===== src/rtl/core/hea_pkg.sv =====
`default_nettype none

package hea_pkg;

	// Geometry of one histogram word and of the float format.
	localparam int LANES        = 8;
	localparam int LANE_W       = $clog2(LANES);
	localparam int COUNT_W      = 25;
	localparam int FLOAT_W      = 32;
	localparam int POLY_DEGREE  = 6;
	localparam int COEF_IDX_W   = $clog2(POLY_DEGREE + 1);
	localparam int QUEUE_DEPTH  = 2;
	localparam int CFG_INDEX_W  = 1;
	localparam int DIV_STEPS    = 54;

	// Register indexes on the configuration port.
	localparam logic [CFG_INDEX_W-1:0] CFG_TOTAL_PIXELS = 1'b0;
	localparam logic [CFG_INDEX_W-1:0] CFG_NEGATE_SUM   = 1'b1;

	// Float constants.
	localparam logic [FLOAT_W-1:0] FLOAT_ONE = 32'h3f80_0000;
	localparam logic [FLOAT_W-1:0] MANT_MASK = 32'h007f_ffff;
	localparam logic [7:0]         EXP_BIAS  = 8'd127;

	typedef logic [COUNT_W-1:0] count_t;
	typedef logic [FLOAT_W-1:0] float_t;

	// One queued histogram word with its classification.
	typedef struct packed {
		logic [LANES-1:0][COUNT_W-1:0] count;
		logic [LANES-1:0]              nonzero;
		logic                          last;
	} word_t;

	typedef struct packed {
		logic full;
		logic empty;
	} queue_status_t;

	typedef enum logic [1:0] {
		FPU_MUL,
		FPU_ADD,
		FPU_CVT
	} fpu_op_t;

	// Request to the shared float unit; the convert takes a sign and magnitude.
	typedef struct packed {
		fpu_op_t op;
		float_t  a;
		float_t  b;
		logic    cvt_neg;
		count_t  cvt_mag;
	} fpu_req_t;

	typedef enum logic [3:0] {
		BK_IDLE,
		BK_LANE,
		BK_CVT,
		BK_SCALE,
		BK_HMUL,
		BK_HADD,
		BK_EXPCVT,
		BK_LOG,
		BK_PROD,
		BK_ACC,
		BK_EMIT
	} back_state_t;

	typedef enum logic [1:0] {
		RC_IDLE,
		RC_NORM,
		RC_DIV,
		RC_ROUND
	} recip_state_t;

	// Single-precision coefficients of the log2 mantissa polynomial, lowest order first.
	function automatic float_t poly_coef(input logic [COEF_IDX_W-1:0] idx);
		float_t c;
		case (idx)
			3'd0: c = 32'hc041_e921;
			3'd1: c = 32'h40c2_4b70;
			3'd2: c = 32'hc0a8_bef7;
			3'd3: c = 32'h404e_7cbf;
			3'd4: c = 32'hbf9e_6b92;
			3'd5: c = 32'h3e89_0a2f;
			3'd6: c = 32'hbccb_fe34;
			default: c = '0;
		endcase
		return c;
	endfunction

endpackage

`default_nettype wire


===== src/rtl/core/hea_fpu.sv =====
`default_nettype none

module hea_fpu (
	input  wire               clk,
	input  wire               arst_n,
	input  wire               start,
	input  hea_pkg::fpu_req_t req,
	output logic              done,
	output hea_pkg::float_t   result
);

	logic               v_s1, v_s2, done_q;
	logic [47:0]        m_s1;
	logic signed [9:0]  e_s1;
	logic               sg_s1;
	logic [47:0]        mn_s2;
	logic signed [9:0]  e_s2;
	logic               sg_s2, z_s2;
	hea_pkg::float_t    result_q;

	logic [47:0]        m1;
	logic signed [9:0]  e1;
	logic               s1;

	// Stage one: raw product, aligned sum or integer placement.
	always_comb begin
		logic [7:0]  ea, eb, ebig, esml, d;
		logic [23:0] ma, mb, mbig, msml;
		logic [47:0] aext, bext, sh;
		logic        a_big, sbig, lost;
		ea = req.a[30:23];
		eb = req.b[30:23];
		ma = {|ea, req.a[22:0]};
		mb = {|eb, req.b[22:0]};
		a_big = req.a[30:0] >= req.b[30:0];
		ebig = a_big ? ea : eb;
		esml = a_big ? eb : ea;
		mbig = a_big ? ma : mb;
		msml = a_big ? mb : ma;
		sbig = a_big ? req.a[31] : req.b[31];
		d = ebig - esml;
		aext = {1'b0, mbig, 23'b0};
		bext = {1'b0, msml, 23'b0};
		if (d >= 8'd48) begin
			sh = '0;
			lost = |bext;
		end else begin
			sh = bext >> d;
			lost = |(bext & ~({48{1'b1}} << d));
		end
		sh[0] = sh[0] | lost;
		m1 = '0;
		e1 = '0;
		s1 = 1'b0;
		case (req.op)
			hea_pkg::FPU_MUL: begin
				m1 = (ea == 8'd0 || eb == 8'd0) ? 48'd0 : ma * mb;
				e1 = $signed({2'b0, ea}) + $signed({2'b0, eb}) - 10'sd127;
				s1 = req.a[31] ^ req.b[31];
			end
			hea_pkg::FPU_ADD: begin
				m1 = (req.a[31] == req.b[31]) ? aext + sh : aext - sh;
				e1 = $signed({2'b0, ebig});
				s1 = (m1 == 48'd0) ? (req.a[31] & req.b[31]) : sbig;
			end
			hea_pkg::FPU_CVT: begin
				m1 = {{(48 - hea_pkg::COUNT_W){1'b0}}, req.cvt_mag};
				e1 = 10'sd173;
				s1 = req.cvt_neg;
			end
			default: begin
				m1 = '0;
			end
		endcase
	end

	// Stage two: leading one search and normalizing shift.
	logic [5:0] pos;
	always_comb begin
		pos = '0;
		for (int i = 0; i < 48; i++) begin
			if (m_s1[i]) pos = 6'(i);
		end
	end

	// Stage three: round to nearest even.
	logic [23:0] mant24;
	logic [24:0] sum25;
	logic        up;
	logic [7:0]  e_fin;
	always_comb begin
		mant24 = mn_s2[47:24];
		up = mn_s2[23] & ((|mn_s2[22:0]) | mant24[0]);
		sum25 = {1'b0, mant24} + {24'd0, up};
		e_fin = e_s2[7:0] + {7'd0, sum25[24]};
	end

	// Control of the three stages.
	always_ff @(posedge clk or negedge arst_n) begin
		if (!arst_n) begin
			v_s1 <= 1'b0;
			v_s2 <= 1'b0;
			done_q <= 1'b0;
		end else begin
			v_s1 <= start;
			v_s2 <= v_s1;
			done_q <= v_s2;
		end
	end

	// Stage data.
	always_ff @(posedge clk) begin
		m_s1 <= m1;
		e_s1 <= e1;
		sg_s1 <= s1;
		mn_s2 <= m_s1 << (6'd47 - pos);
		e_s2 <= e_s1 + $signed({4'b0, pos}) - 10'sd46;
		sg_s2 <= sg_s1;
		z_s2 <= (m_s1 == 48'd0);
		if (z_s2) begin
			result_q <= {sg_s2, 31'd0};
		end else begin
			result_q <= {sg_s2, e_fin, sum25[24] ? 23'd0 : sum25[22:0]};
		end
	end

	assign done = done_q;
	assign result = result_q;

endmodule

`default_nettype wire


===== src/rtl/core/hea_recip.sv =====
`default_nettype none

module hea_recip (
	input  wire              clk,
	input  wire              arst_n,
	input  wire              start,
	input  hea_pkg::count_t  total,
	output logic             busy,
	output hea_pkg::float_t  scale
);

	localparam int STEP_W = $clog2(hea_pkg::DIV_STEPS);

	hea_pkg::recip_state_t state_q, state_d;
	logic [hea_pkg::COUNT_W-1:0] tn_q;
	logic [4:0]                  sh_q;
	logic [hea_pkg::COUNT_W:0]   rem_q;
	logic [hea_pkg::DIV_STEPS-1:0] q_q;
	logic [STEP_W-1:0]           step_q;
	hea_pkg::float_t             scale_q;

	// Next state of the reciprocal sequencer.
	always_comb begin
		state_d = state_q;
		case (state_q)
			hea_pkg::RC_IDLE:  if (start) state_d = hea_pkg::RC_NORM;
			hea_pkg::RC_NORM:  if (tn_q[hea_pkg::COUNT_W-1]) state_d = hea_pkg::RC_DIV;
			hea_pkg::RC_DIV: begin
				if (step_q == STEP_W'(hea_pkg::DIV_STEPS - 1)) state_d = hea_pkg::RC_ROUND;
			end
			hea_pkg::RC_ROUND: state_d = hea_pkg::RC_IDLE;
			default:           state_d = hea_pkg::RC_IDLE;
		endcase
	end

	// One restoring division step.
	logic [hea_pkg::COUNT_W:0] r2;
	logic                      ge;
	always_comb begin
		r2 = {rem_q[hea_pkg::COUNT_W-1:0], 1'b0};
		ge = r2 >= {1'b0, tn_q};
	end

	// Round the quotient to double, then the double to single.
	logic [52:0] d53;
	logic [23:0] m24;
	logic        up1, up2;
	logic [7:0]  exp_fin;
	always_comb begin
		up1 = q_q[1] & (q_q[0] | (rem_q != '0) | q_q[2]);
		d53 = {1'b0, q_q[53:2]} + {52'd0, up1};
		up2 = d53[28] & ((|d53[27:0]) | d53[29]);
		m24 = {1'b0, d53[51:29]} + {23'd0, up2};
		exp_fin = 8'd102 + {3'b0, sh_q} + {7'd0, d53[52]} + {7'd0, m24[23]};
	end

	always_ff @(posedge clk or negedge arst_n) begin
		if (!arst_n) begin
			state_q <= hea_pkg::RC_IDLE;
			scale_q <= hea_pkg::FLOAT_ONE;
		end else begin
			state_q <= state_d;
			if (state_q == hea_pkg::RC_ROUND) scale_q <= {1'b0, exp_fin, m24[22:0]};
		end
	end

	// Working registers of the divider.
	always_ff @(posedge clk) begin
		case (state_q)
			hea_pkg::RC_IDLE: begin
				tn_q <= (total == '0) ? hea_pkg::COUNT_W'(1) : total;
				sh_q <= '0;
			end
			hea_pkg::RC_NORM: begin
				if (tn_q[hea_pkg::COUNT_W-1]) begin
					rem_q <= {1'b1, {hea_pkg::COUNT_W{1'b0}}} - {1'b0, tn_q};
					step_q <= '0;
				end else begin
					tn_q <= tn_q << 1;
					sh_q <= sh_q + 5'd1;
				end
			end
			hea_pkg::RC_DIV: begin
				rem_q <= ge ? r2 - {1'b0, tn_q} : r2;
				q_q <= {q_q[hea_pkg::DIV_STEPS-2:0], ge};
				step_q <= step_q + STEP_W'(1);
			end
			default: begin
			end
		endcase
	end

	assign busy = (state_q != hea_pkg::RC_IDLE);
	assign scale = scale_q;

endmodule

`default_nettype wire


===== src/rtl/core/hea_front.sv =====
`default_nettype none

module hea_front (
	input  wire                                            clk,
	input  wire                                            arst_n,
	input  wire                                            item_valid,
	output logic                                           item_stall,
	input  wire [hea_pkg::LANES-1:0][hea_pkg::COUNT_W-1:0] counts,
	input  wire                                            last,
	input  wire                                            hold,
	input  wire                                            pop,
	output hea_pkg::word_t                                 head,
	output hea_pkg::queue_status_t                         status
);

	localparam int PTR_W  = (hea_pkg::QUEUE_DEPTH > 1) ? $clog2(hea_pkg::QUEUE_DEPTH) : 1;
	localparam int FILL_W = $clog2(hea_pkg::QUEUE_DEPTH + 1);

	hea_pkg::word_t    entry_q [hea_pkg::QUEUE_DEPTH];
	logic [PTR_W-1:0]  wr_ptr_q, rd_ptr_q;
	logic [FILL_W-1:0] fill_q;
	logic              push, full, empty;
	hea_pkg::word_t    word_in;

	// Classify the word: which lanes carry a count at all.
	always_comb begin
		word_in.count = counts;
		word_in.last = last;
		for (int i = 0; i < hea_pkg::LANES; i++) begin
			word_in.nonzero[i] = (counts[i] != '0);
		end
	end

	assign full = (fill_q == FILL_W'(hea_pkg::QUEUE_DEPTH));
	assign empty = (fill_q == '0);
	assign item_stall = full | hold;
	assign push = item_valid & ~item_stall;

	function automatic logic [PTR_W-1:0] next_ptr(input logic [PTR_W-1:0] p);
		return (p == PTR_W'(hea_pkg::QUEUE_DEPTH - 1)) ? '0 : p + PTR_W'(1);
	endfunction

	// Queue pointers and fill level.
	always_ff @(posedge clk or negedge arst_n) begin
		if (!arst_n) begin
			wr_ptr_q <= '0;
			rd_ptr_q <= '0;
			fill_q <= '0;
		end else begin
			if (push) wr_ptr_q <= next_ptr(wr_ptr_q);
			if (pop) rd_ptr_q <= next_ptr(rd_ptr_q);
			if (push && !pop) fill_q <= fill_q + FILL_W'(1);
			else if (pop && !push) fill_q <= fill_q - FILL_W'(1);
		end
	end

	// Queue storage.
	always_ff @(posedge clk) begin
		if (push) entry_q[wr_ptr_q] <= word_in;
	end

	assign head = entry_q[rd_ptr_q];
	assign status.full = full;
	assign status.empty = empty;

endmodule

`default_nettype wire


===== src/rtl/core/hea_back.sv =====
`default_nettype none

module hea_back (
	input  wire                                            clk,
	input  wire                                            arst_n,
	input  hea_pkg::word_t                                 head,
	input  wire                                            head_valid,
	output logic                                           pop,
	input  hea_pkg::float_t                                scale,
	input  wire                                            negate,
	input  wire                                            result_stall,
	output logic                                           result_valid,
	output logic [hea_pkg::LANES-1:0][hea_pkg::FLOAT_W-1:0] result
);

	hea_pkg::back_state_t state_q, state_d;
	logic [hea_pkg::LANE_W-1:0]     lane_q;
	logic [hea_pkg::COEF_IDX_W-1:0] idx_q;
	logic                           busy_q;
	hea_pkg::float_t                work_q, tmp_q, p_q;
	hea_pkg::float_t                sum_q [hea_pkg::LANES];
	logic                           res_valid_q;
	logic [hea_pkg::LANES-1:0][hea_pkg::FLOAT_W-1:0] res_q;

	hea_pkg::fpu_req_t req;
	logic              start, done, op_state, lane_done, lane_last, emit;
	hea_pkg::float_t   fpu_res;
	hea_pkg::float_t   mant_f;
	logic [7:0]        ex_mag;
	logic              ex_neg;

	hea_fpu u_fpu (
		.clk    (clk),
		.arst_n (arst_n),
		.start  (start),
		.req    (req),
		.done   (done),
		.result (fpu_res)
	);

	// Mantissa in [1,2) and the unbiased exponent of the probability.
	always_comb begin
		mant_f = (p_q & hea_pkg::MANT_MASK) | hea_pkg::FLOAT_ONE;
		ex_neg = p_q[30:23] < hea_pkg::EXP_BIAS;
		ex_mag = ex_neg ? hea_pkg::EXP_BIAS - p_q[30:23] : p_q[30:23] - hea_pkg::EXP_BIAS;
	end

	assign lane_last = (lane_q == hea_pkg::LANE_W'(hea_pkg::LANES - 1));

	// Sequencer: one float operation at a time per lane.
	always_comb begin
		state_d = state_q;
		req.op = hea_pkg::FPU_MUL;
		req.a = '0;
		req.b = '0;
		req.cvt_neg = 1'b0;
		req.cvt_mag = '0;
		op_state = 1'b0;
		lane_done = 1'b0;
		pop = 1'b0;
		emit = 1'b0;
		case (state_q)
			hea_pkg::BK_IDLE: if (head_valid) state_d = hea_pkg::BK_LANE;
			hea_pkg::BK_LANE: begin
				if (head.nonzero[lane_q]) state_d = hea_pkg::BK_CVT;
				else lane_done = 1'b1;
			end
			hea_pkg::BK_CVT: begin
				op_state = 1'b1;
				req.op = hea_pkg::FPU_CVT;
				req.cvt_mag = head.count[lane_q];
				if (done) state_d = hea_pkg::BK_SCALE;
			end
			hea_pkg::BK_SCALE: begin
				op_state = 1'b1;
				req.a = work_q;
				req.b = scale;
				if (done) state_d = hea_pkg::BK_HMUL;
			end
			hea_pkg::BK_HMUL: begin
				op_state = 1'b1;
				req.a = mant_f;
				req.b = work_q;
				if (done) state_d = hea_pkg::BK_HADD;
			end
			hea_pkg::BK_HADD: begin
				op_state = 1'b1;
				req.op = hea_pkg::FPU_ADD;
				req.a = hea_pkg::poly_coef(idx_q);
				req.b = work_q;
				if (done) state_d = (idx_q == '0) ? hea_pkg::BK_EXPCVT : hea_pkg::BK_HMUL;
			end
			hea_pkg::BK_EXPCVT: begin
				op_state = 1'b1;
				req.op = hea_pkg::FPU_CVT;
				req.cvt_neg = ex_neg;
				req.cvt_mag = {{(hea_pkg::COUNT_W - 8){1'b0}}, ex_mag};
				if (done) state_d = hea_pkg::BK_LOG;
			end
			hea_pkg::BK_LOG: begin
				op_state = 1'b1;
				req.op = hea_pkg::FPU_ADD;
				req.a = tmp_q;
				req.b = work_q;
				if (done) state_d = hea_pkg::BK_PROD;
			end
			hea_pkg::BK_PROD: begin
				op_state = 1'b1;
				req.a = work_q;
				req.b = p_q;
				if (done) state_d = hea_pkg::BK_ACC;
			end
			hea_pkg::BK_ACC: begin
				op_state = 1'b1;
				req.op = hea_pkg::FPU_ADD;
				req.a = sum_q[lane_q];
				req.b = work_q;
				if (done) lane_done = 1'b1;
			end
			hea_pkg::BK_EMIT: begin
				if (!res_valid_q || !result_stall) begin
					emit = 1'b1;
					pop = 1'b1;
					state_d = hea_pkg::BK_IDLE;
				end
			end
			default: state_d = hea_pkg::BK_IDLE;
		endcase
		if (lane_done) begin
			if (!lane_last) begin
				state_d = hea_pkg::BK_LANE;
			end else if (head.last) begin
				state_d = hea_pkg::BK_EMIT;
			end else begin
				pop = 1'b1;
				state_d = hea_pkg::BK_IDLE;
			end
		end
		start = op_state & ~busy_q;
	end

	// Control state, lane sums and the output register valid.
	always_ff @(posedge clk or negedge arst_n) begin
		if (!arst_n) begin
			state_q <= hea_pkg::BK_IDLE;
			lane_q <= '0;
			busy_q <= 1'b0;
			res_valid_q <= 1'b0;
			for (int i = 0; i < hea_pkg::LANES; i++) sum_q[i] <= '0;
		end else begin
			state_q <= state_d;
			if (start) busy_q <= 1'b1;
			else if (done) busy_q <= 1'b0;
			if (lane_done) lane_q <= lane_last ? '0 : lane_q + hea_pkg::LANE_W'(1);
			if (state_q == hea_pkg::BK_ACC && done) sum_q[lane_q] <= fpu_res;
			if (emit) begin
				for (int i = 0; i < hea_pkg::LANES; i++) sum_q[i] <= '0;
			end
			if (emit) res_valid_q <= 1'b1;
			else if (!result_stall) res_valid_q <= 1'b0;
		end
	end

	// Working values of the current lane and the result transfer data.
	always_ff @(posedge clk) begin
		case (state_q)
			hea_pkg::BK_CVT: if (done) work_q <= fpu_res;
			hea_pkg::BK_SCALE: begin
				if (done) begin
					p_q <= fpu_res;
					work_q <= hea_pkg::poly_coef(hea_pkg::COEF_IDX_W'(hea_pkg::POLY_DEGREE));
					idx_q <= hea_pkg::COEF_IDX_W'(hea_pkg::POLY_DEGREE - 1);
				end
			end
			hea_pkg::BK_HMUL: if (done) work_q <= fpu_res;
			hea_pkg::BK_HADD: begin
				if (done) begin
					work_q <= fpu_res;
					idx_q <= idx_q - hea_pkg::COEF_IDX_W'(1);
				end
			end
			hea_pkg::BK_EXPCVT: if (done) tmp_q <= fpu_res;
			hea_pkg::BK_LOG: if (done) work_q <= fpu_res;
			hea_pkg::BK_PROD: if (done) work_q <= fpu_res;
			default: begin
			end
		endcase
		if (emit) begin
			for (int i = 0; i < hea_pkg::LANES; i++) begin
				res_q[i] <= sum_q[i] ^ {negate, {(hea_pkg::FLOAT_W - 1){1'b0}}};
			end
		end
	end

	assign result_valid = res_valid_q;
	assign result = res_q;

endmodule

`default_nettype wire


===== src/rtl/core/histogram_entropy_accumulator.sv =====
// Histogram entropy accumulator. Each accepted word carries eight bin counts; every nonzero
// count c becomes p = float(c) * (1/total_pixels) in IEEE single precision, log2 p is taken
// as the exponent of p plus a degree-6 polynomial on its mantissa, and p * log2 p is added
// to that lane's float sum. A word with last_word set produces one result transfer with the
// eight sums (sign-flipped when negate_sum is 1) and clears the sums. All float work goes
// through one three-stage multiply/add/convert unit, eighteen operations per nonzero lane
// and none for a zero lane. A two-entry queue takes words while the lanes are processed
// and while a result waits. Writing total_pixels starts a bit-serial reciprocal;
// cfg_ready is low and item_stall is high until it completes.
`default_nettype none

module histogram_entropy_accumulator (
	input  wire        clk,
	input  wire        arst_n,
	input  wire        cfg_valid,
	output logic       cfg_ready,
	input  wire [0:0]  cfg_index,
	input  wire [24:0] cfg_data,
	input  wire        item_valid,
	output logic       item_stall,
	input  wire [24:0] count_lane0,
	input  wire [24:0] count_lane1,
	input  wire [24:0] count_lane2,
	input  wire [24:0] count_lane3,
	input  wire [24:0] count_lane4,
	input  wire [24:0] count_lane5,
	input  wire [24:0] count_lane6,
	input  wire [24:0] count_lane7,
	input  wire        last_word,
	output logic       result_valid,
	input  wire        result_stall,
	output logic [31:0] entropy_lane0,
	output logic [31:0] entropy_lane1,
	output logic [31:0] entropy_lane2,
	output logic [31:0] entropy_lane3,
	output logic [31:0] entropy_lane4,
	output logic [31:0] entropy_lane5,
	output logic [31:0] entropy_lane6,
	output logic [31:0] entropy_lane7
);

	logic [hea_pkg::LANES-1:0][hea_pkg::COUNT_W-1:0] counts;
	logic [hea_pkg::LANES-1:0][hea_pkg::FLOAT_W-1:0] sums;
	hea_pkg::word_t         head;
	hea_pkg::queue_status_t q_status;
	hea_pkg::float_t        scale;
	logic                   pop, recip_busy, cfg_write, negate_q;

	assign counts[0] = count_lane0;
	assign counts[1] = count_lane1;
	assign counts[2] = count_lane2;
	assign counts[3] = count_lane3;
	assign counts[4] = count_lane4;
	assign counts[5] = count_lane5;
	assign counts[6] = count_lane6;
	assign counts[7] = count_lane7;

	// Configuration writes; the scale register lives in the reciprocal unit.
	assign cfg_ready = ~recip_busy;
	assign cfg_write = cfg_valid & cfg_ready;

	always_ff @(posedge clk or negedge arst_n) begin
		if (!arst_n) begin
			negate_q <= 1'b1;
		end else if (cfg_write && cfg_index == hea_pkg::CFG_NEGATE_SUM) begin
			negate_q <= cfg_data[0];
		end
	end

	hea_recip u_recip (
		.clk    (clk),
		.arst_n (arst_n),
		.start  (cfg_write && cfg_index == hea_pkg::CFG_TOTAL_PIXELS),
		.total  (cfg_data),
		.busy   (recip_busy),
		.scale  (scale)
	);

	hea_front u_front (
		.clk        (clk),
		.arst_n     (arst_n),
		.item_valid (item_valid),
		.item_stall (item_stall),
		.counts     (counts),
		.last       (last_word),
		.hold       (recip_busy),
		.pop        (pop),
		.head       (head),
		.status     (q_status)
	);

	hea_back u_back (
		.clk          (clk),
		.arst_n       (arst_n),
		.head         (head),
		.head_valid   (~q_status.empty),
		.pop          (pop),
		.scale        (scale),
		.negate       (negate_q),
		.result_stall (result_stall),
		.result_valid (result_valid),
		.result       (sums)
	);

	assign entropy_lane0 = sums[0];
	assign entropy_lane1 = sums[1];
	assign entropy_lane2 = sums[2];
	assign entropy_lane3 = sums[3];
	assign entropy_lane4 = sums[4];
	assign entropy_lane5 = sums[5];
	assign entropy_lane6 = sums[6];
	assign entropy_lane7 = sums[7];

	// No word enters while the reciprocal is being computed.
	a_hold_items: assert property (@(posedge clk) disable iff (!arst_n)
		recip_busy |-> item_stall)
		else $error("word accepted during reciprocal computation");

	// A total_pixels write always starts the reciprocal unit.
	a_recip_start: assert property (@(posedge clk) disable iff (!arst_n)
		(cfg_write && cfg_index == hea_pkg::CFG_TOTAL_PIXELS) |=> recip_busy)
		else $error("reciprocal did not start after total write");

	// The queue is never both full and empty, and is never popped when empty.
	a_queue_sane: assert property (@(posedge clk) disable iff (!arst_n)
		!(q_status.full && q_status.empty) && !(pop && q_status.empty))
		else $error("queue status inconsistent");

endmodule

`default_nettype wire


===== config.mk =====
export PLATFORM = sky130hd
export DESIGN_NAME = histogram_entropy_accumulator
export DESIGN_NICKNAME = d
export VERILOG_FILES = /design/src/rtl/core/hea_pkg.sv /design/src/rtl/core/hea_fpu.sv /design/src/rtl/core/hea_recip.sv /design/src/rtl/core/hea_front.sv /design/src/rtl/core/hea_back.sv /design/src/rtl/core/histogram_entropy_accumulator.sv
export SDC_FILE = /design/constraint.sdc
export NUM_CORES = 2
export LEC_CHECK = 0
export BUFFER_PORTS_ARGS = -buffer_cell sky130_fd_sc_hd__buf_4
export CORE_ASPECT_RATIO = 1.75
export CORE_UTILIZATION = 63
export DETAILED_ROUTE_END_ITERATION = 10
export PLACE_DENSITY = 0.86
export SKIP_CTS_REPAIR_TIMING = 1
export SYNTH_ARGS = -nofsm -noshare
export SYNTH_HDL_FRONTEND = slang
export SYNTH_HIERARCHICAL = 1
export SYNTH_SLANG_ARGS = --single-unit

===== constraint.sdc =====
create_clock -name clk -period 14.1 [get_ports clk]
set_input_delay 0.705 -clock clk [delete_from_list [all_inputs] [get_ports clk]]
set_output_delay 0.705 -clock clk [all_outputs]
set_load 0.02 [all_outputs]

==> Word level (Yosys, flattened, before mapping) <==
Memories as Yosys holds them, arrays and structs flattened.
Index checks and enable logic that the tools add are counted.
{ "totals": {"word_cells": 352, "mem_bits_rw": 418, "ff_bits": 924, "n_memories": 1} }
{ "classes": {"eq_ne": 44, "n_lt_le_gt_ge": 7, "reduce_logical": 58, "n_mul": 1, "shift": 3, "add_sub_neg": 27, "bitwise_logic": 29, "muxes": 133} }
{ "mem_list": {"columns": ["name", "depth", "width", "rd", "rd_clocked_by_memory_dff", "wr", "line_no", "source"], "rows": [
  ["u_front.entry_q", 2, 209, 1, 0, 1, "hea_front.sv:19", "hea_pkg::word_t entry_q [hea_pkg::QUEUE_DEPTH];"]
]} }
{ "op_table": {"columns": ["cell", "count"], "rows": [
  ["two-way mux 256 bit", 2],
  ["case mux 64 bit (6 select lines)", 1],
  ["two-way mux 6 bit", 47],
  ["bitwise mux 256 bit", 1],
  ["XOR 32 bit", 8],
  ["case mux 32 bit (7 select lines)", 1],
  ["nonzero test 25 bit", 8],
  ["two-way mux 32 bit", 5],
  ["two-way mux 48 bit", 3],
  ["case mux 48 bit (3 select lines)", 1],
  ["case mux 25 bit (2 select lines)", 2],
  ["binary-select mux 32 bit (select 3 bit)", 1],
  ["demux 32 bit (select 3 bit)", 1],
  ["zero test 48 bit", 2],
  ["binary-select mux 25 bit (select 3 bit)", 1],
  ["two-way mux 25 bit", 3],
  ["case mux 32 bit (2 select lines)", 1],
  ["adder 52 x 1 -> 53 bit", 1],
  ["two-way mux 26 bit", 2],
  ["two-way mux 4 bit", 13],
  ["case mux 26 bit (2 select lines)", 1],
  ["adder 47 x 48 -> 48 bit", 1],
  ["bitwise AND 47 x 48 -> 48 bit", 1],
  ["multiplier 24 x 24 -> 48 bit", 1],
  ["other kinds (88)", 194]
]} }

==> Logic depth before layout (Yosys ltp) <==
{ "depth": {"depth_word": 49, "ltp_mapped": 62, "ltp_nobuf": 54} }

==> Cells and area by module <==
The synthesis kept the hierarchy.
{ "by_module_without_submodules": {"columns": ["module", "instances", "seq_area_each_um2", "cells_each", "area_each_um2"], "rows": [
  ["hea_fpu", 1, 3017.9, 4372, 36179.7],
  ["hea_back", 1, 17291.6, 2321, 26818.2],
  ["hea_front", 1, 12652.1, 746, 15821.4],
  ["hea_recip", 1, 4317.9, 968, 9651.8],
  ["histogram_entropy_accumulator", 1, 26.3, 6, 76.3]
]} }

==> Least setup slack after synthesis <==
Ideal clock, no wire load.
{ "synth_timing": {"path_type": "register to register", "from": "reg u_back/lane_q[1] (netlist bit)", "to": "reg u_back.u_fpu.sg_s1", "required_time_ns": 13.967, "slack_ns": 3.020, "t_arrival_ns": 10.947, "path_stages_with_launch": 58, "path_buffers": 12, "setup_ns": 0.133, "cell_sequence": "dfrtp_1 clkbuf_1 buf_2 buf_2 buf_2 a21oi_1 a211oi_1 a221oi_1 o21ai_0 ha_1 and2_1 a221o_1 a41oi_1 o211ai_1 a21oi_1 buf_2 buf_2 buf_2 [... 22 more ...] o21bai_1 a21oi_1 nor2_1 o31ai_1 a21oi_1 o21bai_1 and2_1 o211ai_1 a31oi_1 o41ai_1 a41oi_1 xor2_1 nand4_1 nor4_2 nand4_1 a2111oi_2 mux2i_1 o22ai_1"} }
{ "synth_lines": {"columns": ["item", "line_no", "source"], "rows": [
  ["start: declaration", "hea_back.sv:17", "logic [hea_pkg::LANE_W-1:0] lane_q;"],
  ["start signal: assignment", "hea_back.sv:154", "if (lane_done) lane_q <= lane_last ? '0 : lane_q + hea_pkg::LANE_W'(1);"],
  ["end signal: assignment", "hea_fpu.sv:115", "sg_s1 <= s1;"],
  ["end: declaration", "hea_fpu.sv:15", "logic sg_s1;"]
]} }

==> results by group <==
Finish
  – Most frequent cells in the layout: 904 x nand2_1, 889 x edfxtp_1, 805 x inv_1
  – Area added between synthesis and finish: 10.4%
  – Share of layout cells above drive strength 1: 15.3%
  – Most common cell after layout, fill and taps aside: nand2_1
  – Fill cells: 9567
  – Final net count: 9744

STA
  – Worst Tran Pin Value: 1.49 ns
  – Final hold vios: 46
  – Max Clk Rate: 72.9 MHz
  – Final period demand of the worst path: 13.72 ns
  – Max-slew headroom: -0.0579%
  – RSZ-0062 raised after global routing: no
  – Setup TNS: 0 ns
  – Max-slew violations: 1
  – Final setup violating endpoints: 0
  – Final critical-path share of the clock period: 97.3%
  – Minimum hold slack: -0.0430 ns
  – Layout Skew: 0.114 ns

Min path
  – Tightest Hold Check Type: in2async

Clocking
  – Root Buffer: clkbuf_16
  – H-tree levels: 3
  – CTS sink cnt: 1342
  – Clock slew at reported path FFs: 0.07 ns
  – TritonCTS Buffers: 112
  – CTS tree: yes
  – CTS max path bufs: 3
  – Clock latency on the worst-skew pair: 0.82 ns

Floorplan
  – Die Y: 498 um
  – Core outline area: 139000 um2
  – Die width: 285 um
  – Die area: 142000 um2
  – Initial Util: 63.6%
  – Site Rows: 181
  – I/O pins: 491

Synthesis
  – Avg Inst Size Synth: 10.5 um2
  – Syn nets: 9483
  – Syn Inst Count: 8412
  – Post-Syn Area: 88500 um2
  – Synth Warn #: 6

Detailed routing
  – Vias/cell: 7.13
  – Antenna-violating nets left: 0
  – DR pass1 iterations: 11
  – Vias post-DR: 75800
  – Routed len/inst: 34.3 um
  – Remaining DRCs: 3
  – Initial DRC count: 11900
  – Routed WL: 365 mm

Status
  – Failing checks: DRC, hold timing, capacitance limit, slew limit
  – Status: finished, violations left

Flow run
  – Max Cap Viol: 2

Worst setup path
  – Arrival time of the worst setup path: 14.34 ns
  – CP endpoint kind: register
  – CP peak stage delay: 1.16 ns
  – R2R depth: 35
  – Setup crit start kind: register
  – Critical Path Fanout Max: 57
  – CP most frequent cell: fa_1
  – Critical path's slowest cell: o21ai_0
  – Crit Path Class: reg2reg
  – Critical Path RT: 14.72 ns

GRT
  – GRT Total Usage: 51.1%
  – Grt total ovfl: 0
  – Vias in the first global route: 75300
  – First-pass GRT wire length: 519 mm
  – Initial antenna violation count: 59
  – Largest net degree at the start of global routing: 191

Placement
  – I/O Buffers: 490
  – Routability cong.: 1.14
  – Post-DP HPWL: 262 mm
## stage by stage
stage               instances  worst slack, ns  hold WS, ns  utilization, %  cell area [um2]
global route            10600            0.248    -0.000216            70.1            97700
finish                  10600            0.384      -0.0430            70.2            97800
floorplan                8412             3.02        0.310               -            88500
global placement        10400             1.66        0.322            67.3            93700
CTS                     10600             1.48      -0.0359            70.1            97600
detailed placement      10400             1.57        0.324            67.3            93800
## final timing paths
path | to | slack [ns] | startpoint
max | u_back/u_fpu/m_s1[36]$_SDFF_PN0_ | 0.38 | u_back/lane_q[2]$_DFFE_PN0P_
min | u_back/sum_q[22]$_DFFE_PN0P_ | -0.04 | arst_n
max reg2reg | u_back/u_fpu/m_s1[36]$_SDFF_PN0_ | 0.38 | u_back/lane_q[2]$_DFFE_PN0P_
min reg2reg | u_back/u_fpu/v_s2$_DFF_PN0_ | 0.28 | u_back/u_fpu/v_s1$_DFF_PN0_
max in group asynchronous | u_back/sum_q[106]$_DFFE_PN0P_ | 11.83 | arst_n
min in group clk | u_front/entry_q[1][180]$_DFFE_PP_ | 0.11 | count_lane6[21]
## area by class of cell
type                    instances  area, um2  area share (%)
diodes                         32       80.1          0.0819
clock buffers                 135       3000            3.07
clock inverters                78        870           0.890
inverters                     815       3060            3.13
multi-input cells            5736      46100            47.1
flip-flops and latches       1342      37300            38.2
well taps                    1830       2290            2.34
repair buffers                666       5060            5.17
## flip-flops by register name, summed over array words and instances (netlist names), 48 cells and up
register / count
u_back/result: 256
u_back/sum_q: 256
u_back/u_fpu/m_s1: 48
u_back/u_fpu/mn_s2: 48
u_front/entry_q: 418
u_recip/q_q: 54
## worst max-delay path, delay by kind of cell, from the launching register on
kind                       cells  cell delay (ns)
and+or+nand+nor                3             0.73
adders and majority gates      8             3.51
buffers and inverters          6             1.08
AOI/OAI and AO/OA             17             6.33
DFF                            1             0.95
muxes                          1             0.86
## layer usage
| metal | vias up | GRT usage [%] | share of wire [%] |
|---|---|---|---|
| met5 | - | 0.308 | 0.11 |
| met4 | 44 | 53.7 | 14 |
| met3 | 2476 | 19.3 | 13 |
| met2 | 7022 | 78.3 | 44 |
| met1 | 36200 | 51.6 | 29 |
| li1 | 30000 | - | - |
Power is left out: the tool's default activity adds up to more than one toggle a clock period on the data nets, which glitch-free logic cannot reach.
